$ cat src/hdl/number_to_ascii_formatter_core_defines.svh
// ----------------------------------------------------------------------------
// number_to_ascii_formatter_core_defines
// assertion macros shared by the formatter modules
// ----------------------------------------------------------------------------
`ifndef NUMBER_TO_ASCII_FORMATTER_CORE_DEFINES_SVH
`define NUMBER_TO_ASCII_FORMATTER_CORE_DEFINES_SVH

`ifndef SYNTHESIS

// same-cycle implication
`define NTA_ASSERT_IMPL(lbl, clk, rstn, ante, cons, msg) \
  lbl: assert property (@(posedge clk) disable iff (!rstn) (ante) |-> (cons)) else $error(msg);

// next-cycle implication
`define NTA_ASSERT_NEXT(lbl, clk, rstn, ante, cons, msg) \
  lbl: assert property (@(posedge clk) disable iff (!rstn) (ante) |=> (cons)) else $error(msg);

`else

`define NTA_ASSERT_IMPL(lbl, clk, rstn, ante, cons, msg)
`define NTA_ASSERT_NEXT(lbl, clk, rstn, ante, cons, msg)

`endif

`endif

$ cat src/hdl/nta_pkg.sv
// ----------------------------------------------------------------------------
// nta_pkg
// types, constants and helpers of the number-to-ascii formatter
// ----------------------------------------------------------------------------
package nta_pkg;

  localparam int ValueW    = 32;
  localparam int CmdW      = 2;
  localparam int CharW     = 7;
  localparam int BcdDigits = 10;
  localparam int BcdW      = 4 * BcdDigits;
  localparam int SrW       = 44;
  localparam int CntW      = 5;
  localparam int PreW      = 2;

  localparam int DecDigits = 10;
  localparam int HexDigits = 8;
  localparam int OctDigits = 11;
  localparam int BinDigits = 16;

  localparam logic [CharW-1:0] AsciiZero  = 7'd48;
  localparam logic [CharW-1:0] AsciiUpA   = 7'h41;
  localparam logic [CharW-1:0] AsciiMinus = 7'h2d;
  localparam logic [CharW-1:0] AsciiX     = 7'h78;

  typedef enum logic [CmdW-1:0] {
    CmdDec = 2'd0,
    CmdHex = 2'd1,
    CmdOct = 2'd2,
    CmdBin = 2'd3
  } cmd_e;

  typedef enum logic [2:0] {
    StIdle,
    StConv,
    StPre,
    StSkip,
    StEmit
  } state_e;

  function automatic logic [CharW-1:0] digit_char(input logic [3:0] d);
    logic [CharW-1:0] dw;
    dw = {3'b000, d};
    if (d > 4'd9) begin
      return AsciiUpA + dw - 7'd10;
    end
    return AsciiZero + dw;
  endfunction

endpackage

$ cat src/hdl/nta_bcd_unit.sv
// ----------------------------------------------------------------------------
// nta_bcd_unit
// shift-and-add-3 binary to bcd converter, one bit per cycle
// ----------------------------------------------------------------------------
`include "number_to_ascii_formatter_core_defines.svh"

module nta_bcd_unit (
  input  logic                         clk_i,
  input  logic                         rst_ni,
  input  logic                         start_i,
  input  logic [nta_pkg::ValueW-1:0]   mag_i,
  output logic                         done_o,
  output logic [nta_pkg::BcdW-1:0]     bcd_o
);
  import nta_pkg::*;

  localparam int StepW = $clog2(ValueW);
  localparam logic [StepW-1:0] LastStep = StepW'(ValueW - 1);

  logic [ValueW-1:0] bin_q, bin_d;
  logic [BcdW-1:0]   bcd_q, bcd_d, adj;
  logic [StepW-1:0]  step_q;
  logic              busy_q, done_q;

  // add 3 to every digit of five or more before the shift
  always_comb begin
    for (int i = 0; i < BcdDigits; i++) begin
      if (bcd_q[4*i +: 4] >= 4'd5) begin
        adj[4*i +: 4] = bcd_q[4*i +: 4] + 4'd3;
      end else begin
        adj[4*i +: 4] = bcd_q[4*i +: 4];
      end
    end
    bcd_d = {adj[BcdW-2:0], bin_q[ValueW-1]};
    bin_d = {bin_q[ValueW-2:0], 1'b0};
  end

  always_ff @(posedge clk_i or negedge rst_ni) begin
    if (!rst_ni) begin
      busy_q <= 1'b0;
      done_q <= 1'b0;
      step_q <= '0;
    end else begin
      done_q <= 1'b0;
      if (start_i) begin
        busy_q <= 1'b1;
        step_q <= '0;
      end else if (busy_q) begin
        step_q <= step_q + 1'b1;
        if (step_q == LastStep) begin
          busy_q <= 1'b0;
          done_q <= 1'b1;
        end
      end
    end
  end

  always_ff @(posedge clk_i) begin
    if (start_i) begin
      bin_q <= mag_i;
      bcd_q <= '0;
    end else if (busy_q) begin
      bin_q <= bin_d;
      bcd_q <= bcd_d;
    end
  end

  assign done_o = done_q;
  assign bcd_o  = bcd_q;

  `NTA_ASSERT_IMPL(a_start_idle, clk_i, rst_ni, start_i, !busy_q, "start while converting")
  `NTA_ASSERT_NEXT(a_done_pulse, clk_i, rst_ni, done_q, !done_q, "done held over two cycles")
  `NTA_ASSERT_NEXT(a_last_step, clk_i, rst_ni, busy_q && step_q == LastStep && !start_i, done_q && !busy_q, "conversion did not finish after last step")

endmodule

$ cat src/hdl/number_to_ascii_formatter_core.sv
// ----------------------------------------------------------------------------
// number_to_ascii_formatter_core
// formats a 32-bit value as ascii text in decimal, hex or octal, or its low 16 bits in binary
// ----------------------------------------------------------------------------
// One word in gives 1 to 16 character words out, most significant digit first,
// with last_o set on the final one; in_ready_o is high only while idle. Decimal
// runs the magnitude through a bit-serial bcd converter, then emits the optional
// '-' and the digits; hex, octal and binary go straight to output. Leading zeros
// are dropped one digit per cycle, except in binary. Every radix walks a fixed
// number of digit slots (10 decimal, 8 hex, 11 octal, 16 binary), a slot being
// either a skipped zero or an emitted digit. A new word is taken only after the
// last character of the current one has been loaded; output stalls hold back
// the prefix and digit output.
`include "number_to_ascii_formatter_core_defines.svh"

module number_to_ascii_formatter_core (
  input  logic                        clk_i,
  input  logic                        rst_ni,
  input  logic                        in_valid_i,
  output logic                        in_ready_o,
  input  logic [nta_pkg::CmdW-1:0]    cmd_i,
  input  logic [nta_pkg::ValueW-1:0]  value_i,
  output logic                        out_valid_o,
  input  logic                        out_ready_i,
  output logic [nta_pkg::CharW-1:0]   char_code_o,
  output logic                        last_o
);
  import nta_pkg::*;

  state_e            state_q, state_d;
  cmd_e              cmd_q;
  logic [CntW-1:0]   cnt_q;
  logic [PreW-1:0]   pre_cnt_q;
  logic [SrW-1:0]    sr_q, sr_shift;
  logic              out_valid_q, out_last_q;
  logic [CharW-1:0]  out_char_q;

  logic              accept, slot_free, skip_cond;
  logic              bcd_start, bcd_done;
  logic [BcdW-1:0]   bcd;
  logic [ValueW-1:0] mag;
  logic [3:0]        top_digit;
  logic              load_out, shift_en, pre_dec, ld_last;
  logic [CharW-1:0]  ld_char;

  assign accept    = in_valid_i && in_ready_o;
  assign slot_free = !out_valid_q || out_ready_i;
  assign mag       = value_i[ValueW-1] ? (~value_i + 1'b1) : value_i;

  nta_bcd_unit u_bcd (
    .clk_i   (clk_i),
    .rst_ni  (rst_ni),
    .start_i (bcd_start),
    .mag_i   (mag),
    .done_o  (bcd_done),
    .bcd_o   (bcd)
  );

  // digit at the top of the shift register and the shift per radix
  always_comb begin
    case (cmd_q)
      CmdDec, CmdHex: begin
        top_digit = sr_q[SrW-1 -: 4];
        sr_shift  = {sr_q[SrW-5:0], 4'b0000};
      end
      CmdOct: begin
        top_digit = {1'b0, sr_q[SrW-1 -: 3]};
        sr_shift  = {sr_q[SrW-4:0], 3'b000};
      end
      default: begin
        top_digit = {3'b000, sr_q[SrW-1]};
        sr_shift  = {sr_q[SrW-2:0], 1'b0};
      end
    endcase
  end

  assign skip_cond = (cmd_q != CmdBin) && (cnt_q > CntW'(1)) && (top_digit == 4'd0);

  // next state
  always_comb begin
    state_d = state_q;
    case (state_q)
      StIdle: begin
        if (accept) begin
          state_d = (cmd_e'(cmd_i) == CmdDec) ? StConv : StPre;
        end
      end
      StConv: begin
        if (bcd_done) begin
          state_d = StPre;
        end
      end
      StPre: begin
        if (pre_cnt_q == '0) begin
          state_d = StSkip;
        end
      end
      StSkip: begin
        if (!skip_cond) begin
          state_d = StEmit;
        end
      end
      StEmit: begin
        if (slot_free && cnt_q == CntW'(1)) begin
          state_d = StIdle;
        end
      end
      default: state_d = StIdle;
    endcase
  end

  // outputs of the sequencer
  always_comb begin
    in_ready_o = 1'b0;
    bcd_start  = 1'b0;
    load_out   = 1'b0;
    shift_en   = 1'b0;
    pre_dec    = 1'b0;
    ld_char    = AsciiZero;
    ld_last    = 1'b0;
    case (state_q)
      StIdle: begin
        in_ready_o = 1'b1;
        bcd_start  = accept && (cmd_e'(cmd_i) == CmdDec);
      end
      StPre: begin
        if (pre_cnt_q != '0 && slot_free) begin
          load_out = 1'b1;
          pre_dec  = 1'b1;
          if (cmd_q == CmdDec) begin
            ld_char = AsciiMinus;
          end else if (pre_cnt_q == PreW'(1)) begin
            ld_char = AsciiX;
          end else begin
            ld_char = AsciiZero;
          end
        end
      end
      StSkip: begin
        shift_en = skip_cond;
      end
      StEmit: begin
        if (slot_free) begin
          load_out = 1'b1;
          shift_en = 1'b1;
          ld_char  = digit_char(top_digit);
          ld_last  = (cnt_q == CntW'(1));
        end
      end
      default: ;
    endcase
  end

  always_ff @(posedge clk_i or negedge rst_ni) begin
    if (!rst_ni) begin
      state_q     <= StIdle;
      cmd_q       <= CmdDec;
      cnt_q       <= '0;
      pre_cnt_q   <= '0;
      out_valid_q <= 1'b0;
    end else begin
      state_q <= state_d;
      if (accept) begin
        cmd_q <= cmd_e'(cmd_i);
        case (cmd_e'(cmd_i))
          CmdDec: begin
            cnt_q     <= CntW'(DecDigits);
            pre_cnt_q <= value_i[ValueW-1] ? PreW'(1) : '0;
          end
          CmdHex: begin
            cnt_q     <= CntW'(HexDigits);
            pre_cnt_q <= PreW'(2);
          end
          CmdOct: begin
            cnt_q     <= CntW'(OctDigits);
            pre_cnt_q <= '0;
          end
          default: begin
            cnt_q     <= CntW'(BinDigits);
            pre_cnt_q <= '0;
          end
        endcase
      end else begin
        if (shift_en) begin
          cnt_q <= cnt_q - 1'b1;
        end
        if (pre_dec) begin
          pre_cnt_q <= pre_cnt_q - 1'b1;
        end
      end
      if (load_out) begin
        out_valid_q <= 1'b1;
      end else if (out_ready_i) begin
        out_valid_q <= 1'b0;
      end
    end
  end

  always_ff @(posedge clk_i) begin
    if (accept) begin
      case (cmd_e'(cmd_i))
        CmdHex:  sr_q <= {value_i, 12'b0};
        CmdOct:  sr_q <= {1'b0, value_i, 11'b0};
        default: sr_q <= {value_i[15:0], 28'b0};
      endcase
    end else if (bcd_done) begin
      sr_q <= {bcd, 4'b0000};
    end else if (shift_en) begin
      sr_q <= sr_shift;
    end
    if (load_out) begin
      out_char_q <= ld_char;
      out_last_q <= ld_last;
    end
  end

  assign out_valid_o = out_valid_q;
  assign char_code_o = out_char_q;
  assign last_o      = out_last_q;

  `NTA_ASSERT_NEXT(a_accept_busy, clk_i, rst_ni, accept, state_q != StIdle, "accepted word did not start work")
  `NTA_ASSERT_IMPL(a_emit_cnt, clk_i, rst_ni, state_q == StEmit || state_q == StSkip, cnt_q != '0, "digit count ran out")
  `NTA_ASSERT_IMPL(a_done_conv, clk_i, rst_ni, bcd_done, state_q == StConv && cmd_q == CmdDec, "bcd result outside decimal conversion")

endmodule

$ cat config.mk
export PLATFORM = sky130hd
export DESIGN_NAME = number_to_ascii_formatter_core
export DESIGN_NICKNAME = d
export VERILOG_FILES = /design/src/hdl/nta_pkg.sv /design/src/hdl/nta_bcd_unit.sv /design/src/hdl/number_to_ascii_formatter_core.sv
export VERILOG_INCLUDE_DIRS = /design/src /design/src/hdl
export SDC_FILE = /design/constraint.sdc
export NUM_CORES = 1
export LEC_CHECK = 0
export BUFFER_PORTS_ARGS = -buffer_cell sky130_fd_sc_hd__clkbuf_2
export CORE_ASPECT_RATIO = 0.75
export CORE_MARGIN = 5
export CORE_UTILIZATION = 25
export CTS_CLUSTER_DIAMETER = 50
export DETAILED_ROUTE_END_ITERATION = 7
export PLACE_DENSITY = 0.4
export SLEW_MARGIN = 15
export SYNTH_ARGS = -nofsm -noshare
export SYNTH_HDL_FRONTEND = slang
export SYNTH_SLANG_ARGS = --single-unit
$ cat constraint.sdc
create_clock -name clk_i -period 3.8 [get_ports clk_i]
set_clock_uncertainty 0.15 [all_clocks]
set_input_delay 0.57 -clock clk_i [delete_from_list [all_inputs] [get_ports clk_i]]
set_output_delay 0.57 -clock clk_i [all_outputs]
set_load 0.005 [all_outputs]
Yosys cells after proc, flatten, opt, wreduce, memory -nomap -nowiden --
Index checks and enable logic that the tools add are counted.
Storage, ports and cells: register bits 144, bits in latches 0, RAM bits 0, memory bits (read-only) 0, input bits 38, output and inout port bits 10, memories kept 0
Operators by class: $add $sub $neg 17, $mul 0, divide/modulo/power cells 0, order comparisons 12, equality and inequality tests 17, shifts and indexed selects 0, muxes and demuxes 60, bitwise operators 1, reduce and logical (&&, ||, !) cells 22
Operator list (count):
- $pmux W44 S2 | 2
- $mux W44 | 3
- $mux W32 | 3
- $mux W7 | 6
- $ge A4 B3 Y1 const B | 10
- $add A4 B2 Y4 const B | 9
- $mux W4 | 9
- $add A32 B1 Y32 const B | 1
- $not A32 Y32 | 1
- $mux W5 | 4
- $mux W3 | 6
- $mux W1 | 17
- $pmux W3 S5 | 1
- $pmux W5 S3 | 1
- $pmux W7 S2 | 1
- $ne A2 B2 Y1 const B | 5
- $reduce_bool A2 Y1 | 5
- $pmux W4 S2 | 1
- $add A6 B4 Y7 const A | 1
- $add A7 B4 Y7 const A | 1
- $sub A7 B4 Y7 const B | 1
- $eq A2 B1 Y1 const B | 3
- $eq A3 B2 Y1 const B | 2
- $logic_and A1 B1 Y1 | 6
- other kinds (24) | 30

Longest topological paths before layout --
word-level depth 10, mapped depth 10, depth with buffers taken out 9

Modules after synthesis --
A second synthesis with hierarchy kept.
Unflattened totals: cells, all modules 991, area, all modules 9212.6 um^2
Modules (own cells, without submodules):
- number_to_ascii_formatter_core | instances 1, cells each 592, area an instance 5106.1 um^2, seq. area each 1766.7 um^2
- nta_bcd_unit | instances 1, cells each 399, area an instance 4106.4 um^2, seq. area each 1936.9 um^2

Worst setup path before layout --
No wires, ideal clock.
path type reg2reg, from reg cmd_q[0], to reg sr_q[10], enable pin, arrival 2.196 ns, data required time 3.252 ns, path slack 1.056 ns, cell stages (with the launch flop) 6, period minus slack after synthesis 2.744 ns, path through dfrtp_1 buf_6 or4b_4 nand3_4 a41oi_4 nand2_1
On the way: longest elaborated chain between the ends 7
Ends and longest elaborated chain:
- from (decl) | line number_to_ascii_formatter_core.sv:31 | cmd_e cmd_q;
- from (signal assigned) | line number_to_ascii_formatter_core.sv:157 | cmd_q <= CmdDec;
- from (signal assigned) | line number_to_ascii_formatter_core.sv:164 | cmd_q <= cmd_e'(cmd_i);
- $eq A2 B1 Y1 / $logic_not A2 Y1 (equally long branches) | line number_to_ascii_formatter_core.sv:61 | case (cmd_q)
- $reduce_or A2 Y1 | line number_to_ascii_formatter_core.sv:61
- $pmux W4 S2 | line number_to_ascii_formatter_core.sv:61
- $logic_not A4 Y1 | line number_to_ascii_formatter_core.sv:77 | assign skip_cond = (cmd_q != CmdBin) && (cnt_q > CntW'(1)) && (top_digit == 4'd0);
- $logic_and A1 B1 Y1 (*) | line number_to_ascii_formatter_core.sv:77
- $pmux W1 S2 (*) | line number_to_ascii_formatter_core.sv:121 | case (state_q)
- $reduce_bool A3 Y1 (no line) (*)
- to (signal assigned) | line number_to_ascii_formatter_core.sv:202 | CmdHex: sr_q <= {value_i, 12'b0};
- to (signal assigned) | line number_to_ascii_formatter_core.sv:203 | CmdOct: sr_q <= {1'b0, value_i, 11'b0};
- to (signal assigned) | line number_to_ascii_formatter_core.sv:204 | default: sr_q <= {value_i[15:0], 28'b0};
- to (decl) | line number_to_ascii_formatter_core.sv:34 | logic [SrW-1:0] sr_q, sr_shift;
Mark *: on every way between the ends. The rest lies on a longest branch, timed or not. A chain may end at the register's enable or synchronous reset.

Worst setup path in the final report --
from reg cmd_q[1], to reg sr_q[18], enable pin
The elaborated chain is that of the path after synthesis.

==> flow_metrics.env <==
export IMPL_multiInputGateArea_um2=4807
export IMPL_post_route_cells_drive_above_1_share_pct=10.47
export IMPL_sequential_cell_area_um2=3709
export IMPL_ys_dominant_reg_cell="sky130_fd_sc_hd__edfxtp_1"
export IMPL_cts_max_path_bufs=2
export IMPL_layout_cell_area_non_filler_um2=10160
export IMPL_syn_cell_area_um2=8942
export IMPL_status="finished, final reports clean"
export IMPL_initial_utilization_pct=25.13
export IMPL_most_common_layout_cells="100 x sky130_fd_sc_hd__nor2_1, 95 x sky130_fd_sc_hd__o21ai_0, 80 x sky130_fd_sc_hd__edfxtp_1"
export IMPL_final_period_minus_worst_setup_slack_ps=2560
export IMPL_layout_commonest_cell="sky130_fd_sc_hd__nor2_1"
export IMPL_floorplan_die_width_um=228.4
export IMPL_grt_pass1_vias=6905
export IMPL_crit_slowest_cell="sky130_fd_sc_hd__dfrtp_2"
export IMPL_first_pass_iters=5
export IMPL_cts_resized=0
export IMPL_arrival_ps=2480
export IMPL_gpl_final_weighted_congestion=0.7869
export IMPL_netlist_cell_type_count=53
export IMPL_post_dp_cell_area_um2=9584
export IMPL_critPathMaxFanout=40
export IMPL_clk_pin_slew_ps=60
export IMPL_drc_errors=0
export IMPL_r2r_start="cmd_q[1]$_DFFE_PN0P_"
export IMPL_hold_ws_ps=324.8
export IMPL_syn_inst=995
export IMPL_hold_class="in -> reg"
export IMPL_totalNegativeSetupSlack_ps=0
export IMPL_wirelength_um=25970
export IMPL_synth_edff_count=80
export IMPL_io_pins=48
export IMPL_first_iter_violations=482
export IMPL_die_height_um=173.8
export IMPL_area_growth_pct=13.61
export IMPL_vias_per_cell=4.863
export IMPL_seq_cells_post_synth=140
export IMPL_postLayoutCoreUtil_pct=28.55
export IMPL_hold_path_startpoint="cmd_i[1]"
export IMPL_leakage_uw=0.003989
export IMPL_max_clock_freq_mhz=390.7
export IMPL_final_max_slew_violation_count=0
export IMPL_power_ir_vdd_worst_v=0.0003579
export IMPL_final_layout_net_count=1069
export IMPL_worstPathRequired_ps=3720
export IMPL_cts_sinks=140
export IMPL_finalSetupViolCount=0
export IMPL_timing_slew_headroom_pct=25.61
export IMPL_reg2reg_setup_slack_ps=1240
export IMPL_min_period_over_period_pct=67.36
export IMPL_rsz0062_at_grt="no"
export IMPL_async_flop_share_pct=14.29
export IMPL_crit_path_cell_trace="buf_4 > and2_1 > nor2_1 > a41oi_4 > nand2_2 > buf_4"
export IMPL_cpPeakStageDelay_ps=480
export IMPL_grt_util_all_layers_pct=13.06
export IMPL_clock_root_buffer="sky130_fd_sc_hd__clkbuf_16"
export IMPL_globalRoute_totalOverflow=0
export IMPL_tightest_slew_ps=1116
export IMPL_dp_slack_ps=957.5
export IMPL_grt_max_degree=75
export IMPL_core_rowCount=60
export IMPL_tritoncts_num_buffers=17
export IMPL_critPathLaunchType="register"
export IMPL_fp_dieArea_um2=39690
export IMPL_clkLatencyLatePin_ps=440
export IMPL_hold_depth=3
export IMPL_place_detailed_hpwl_um=18010
export IMPL_number_of_antenna_violations_at_the_first_check_in_global_routing=1
export IMPL_synth_warning_count=0
export IMPL_final_fill_count=3846
export IMPL_final_hold_violation_count=0
export IMPL_postRouteAntennaNets=0
export IMPL_power_density_cell_area_nw_per_um2=853.2
export IMPL_r2r_worst_path_cells=6
export IMPL_critPathMostFrequentCell="sky130_fd_sc_hd__buf_4"
export IMPL_maxcap_viol_count=0
export IMPL_avgSynthCellArea_um2=8.987
export IMPL_worstSetupPathType="reg -> reg"
export IMPL_clock_tree_htree_level_count=4
export IMPL_wl_per_cell_um=17.57
export IMPL_final_setup_worst_slack_ps=1240
export IMPL_core_area_um2=35580
export IMPL_routed_via_count=7188
export IMPL_global_route_wire_length_before_repair_um=41170
export IMPL_seq_area_frac_synth_pct=41.42
export IMPL_cts_tree="yes"
export IMPL_rr_endpoint="sr_q[18]$_DFFE_PP_"
export IMPL_portBuffers=47
export IMPL_mappedNetlistNets=1065
export IMPL_hold_end="cmd_q[1]$_DFFE_PN0P_"
export IMPL_worst_setup_path_end_kind="register"
==> cell usage after synthesis, types with 2 or more instances <==
cell type / instances / area share, %
sky130_fd_sc_hd__clkbuf_1: 64 / 2.7
sky130_fd_sc_hd__a22oi_1: 15 / 1.3
sky130_fd_sc_hd__nand4b_1: 2 / 0.20
sky130_fd_sc_hd__dfrtp_1: 20 / 5.6
sky130_fd_sc_hd__buf_1: 9 / 0.38
sky130_fd_sc_hd__nor3b_1: 10 / 0.84
sky130_fd_sc_hd__nor3_2: 2 / 0.22
sky130_fd_sc_hd__nor4_1: 4 / 0.28
sky130_fd_sc_hd__inv_1: 33 / 1.4
sky130_fd_sc_hd__a22o_1: 17 / 1.7
sky130_fd_sc_hd__nand3b_1: 3 / 0.25
sky130_fd_sc_hd__a31oi_1: 2 / 0.14
sky130_fd_sc_hd__or3_1: 8 / 0.56
sky130_fd_sc_hd__nand2_1: 80 / 3.4
sky130_fd_sc_hd__o21ai_0: 95 / 5.3
sky130_fd_sc_hd__a211oi_1: 61 / 5.1
sky130_fd_sc_hd__edfxtp_1: 80 / 27
sky130_fd_sc_hd__nor3_1: 6 / 0.34
sky130_fd_sc_hd__xnor2_1: 14 / 1.4
sky130_fd_sc_hd__nand2b_1: 16 / 1.1
sky130_fd_sc_hd__nor2b_1: 8 / 0.56
sky130_fd_sc_hd__a311oi_1: 2 / 0.20
sky130_fd_sc_hd__mux2i_1: 73 / 8.2
sky130_fd_sc_hd__and2_1: 3 / 0.21
sky130_fd_sc_hd__xor2_1: 30 / 2.9
sky130_fd_sc_hd__and3_1: 6 / 0.42
sky130_fd_sc_hd__nor2_1: 100 / 4.2
sky130_fd_sc_hd__o31ai_1: 8 / 0.67
sky130_fd_sc_hd__buf_2: 6 / 0.34
sky130_fd_sc_hd__o41ai_1: 12 / 1.2
sky130_fd_sc_hd__nand4_1: 2 / 0.14
sky130_fd_sc_hd__ha_1: 32 / 4.5
sky130_fd_sc_hd__nand3_1: 36 / 2.0
sky130_fd_sc_hd__a21oi_1: 78 / 4.4
sky130_fd_sc_hd__dfxtp_1: 40 / 9.0
==> layer usage <==
layer,wire [um],GRT usage (%)
met5,11,0
met4,272,2.998
met3,1005,3.062
met2,10020,16.99
met1,14660,21.21
==> cells by family after synthesis <==
kind of cell	after synthesis	synth area share, %
AOI/OAI and AO/OA	300	21.04
adders and majority gates	32	4.477
muxes	73	8.171
buffers and inverters	113	4.911
xor gates and xnor gates	44	4.310
and+or+nand+nor	293	15.67
DFF	140	41.42
==> worst max-delay path by stage <==
stage / slack (ps) / end / start
floorplan: 1060 / sr_q[10]$_SDFFCE_PP0P_ / cmd_q[0]$_DFFE_PN0P_
global placement: 880 / u_bcd.bin_q[27]$_DFFE_PP_ / value_i[3]
detailed placement: 960 / u_bcd.bin_q[24]$_DFFE_PP_ / value_i[0]
CTS: 1220 / sr_q[29]$_DFFE_PP_ / cmd_q[1]$_DFFE_PN0P_
global route: 1070 / u_bcd.bin_q[2]$_DFFE_PP_ / state_q[1]$_DFFE_PN0P_
finish: 1240 / sr_q[18]$_DFFE_PP_ / cmd_q[1]$_DFFE_PN0P_
==> repair_timing <==
action                    CTS  global route
buffers inserted            0             0
hold buffers                1             0
hold endpoints to repair   20             0
==> worst max-delay path, delay by kind of cell (launching register included) <==
family / cells / cell delay, ps
and+or+nand+nor: 3 / 560
buffers and inverters: 2 / 720
AOI/OAI and AO/OA: 1 / 240
DFF: 1 / 480
==> state kept, by name, indices dropped and copies added, names as in the netlist <==
signal        cells
char_code_o       7
cmd_q             2
cnt_q             5
last_o            1
out_valid_o       1
pre_cnt_q         2
sr_q             40
state_q           3
u_bcd.bcd_o      40
u_bcd.bin_q      32
u_bcd.busy_q      1
u_bcd.done_o      1
u_bcd.step_q      5
==> final cells by class <==
cell class                 instances  area share (%)
clock buffer                      23           4.606
clock inverter                     9          0.9360
inverter                          33           1.219
sequential                       140           36.50
tap                              465           5.727
antenna                            1         0.02463
multi-input combinational        742           47.32
timing repair buffer              65           3.670
==> power by group <==
group | total [uW] | switching, uW | internal (uW) | leakage, uW
Combinational | 3700 | 2120 | 1580 | 0.00236
Clock | 1670 | 677 | 992 | 0.000276
Sequential | 3300 | 667 | 2630 | 0.00135
==> per-stage QoR <==
stage	total power, uW	instances
5_1_grt	9469	1477
6_report	8668	1478
2_1_floorplan	6046	995
3_3_place_gp	7012	1444
3_5_place_dp	7042	1444
4_1_cts	8774	1477
Note: power is estimated with default switching activity, not from simulation.
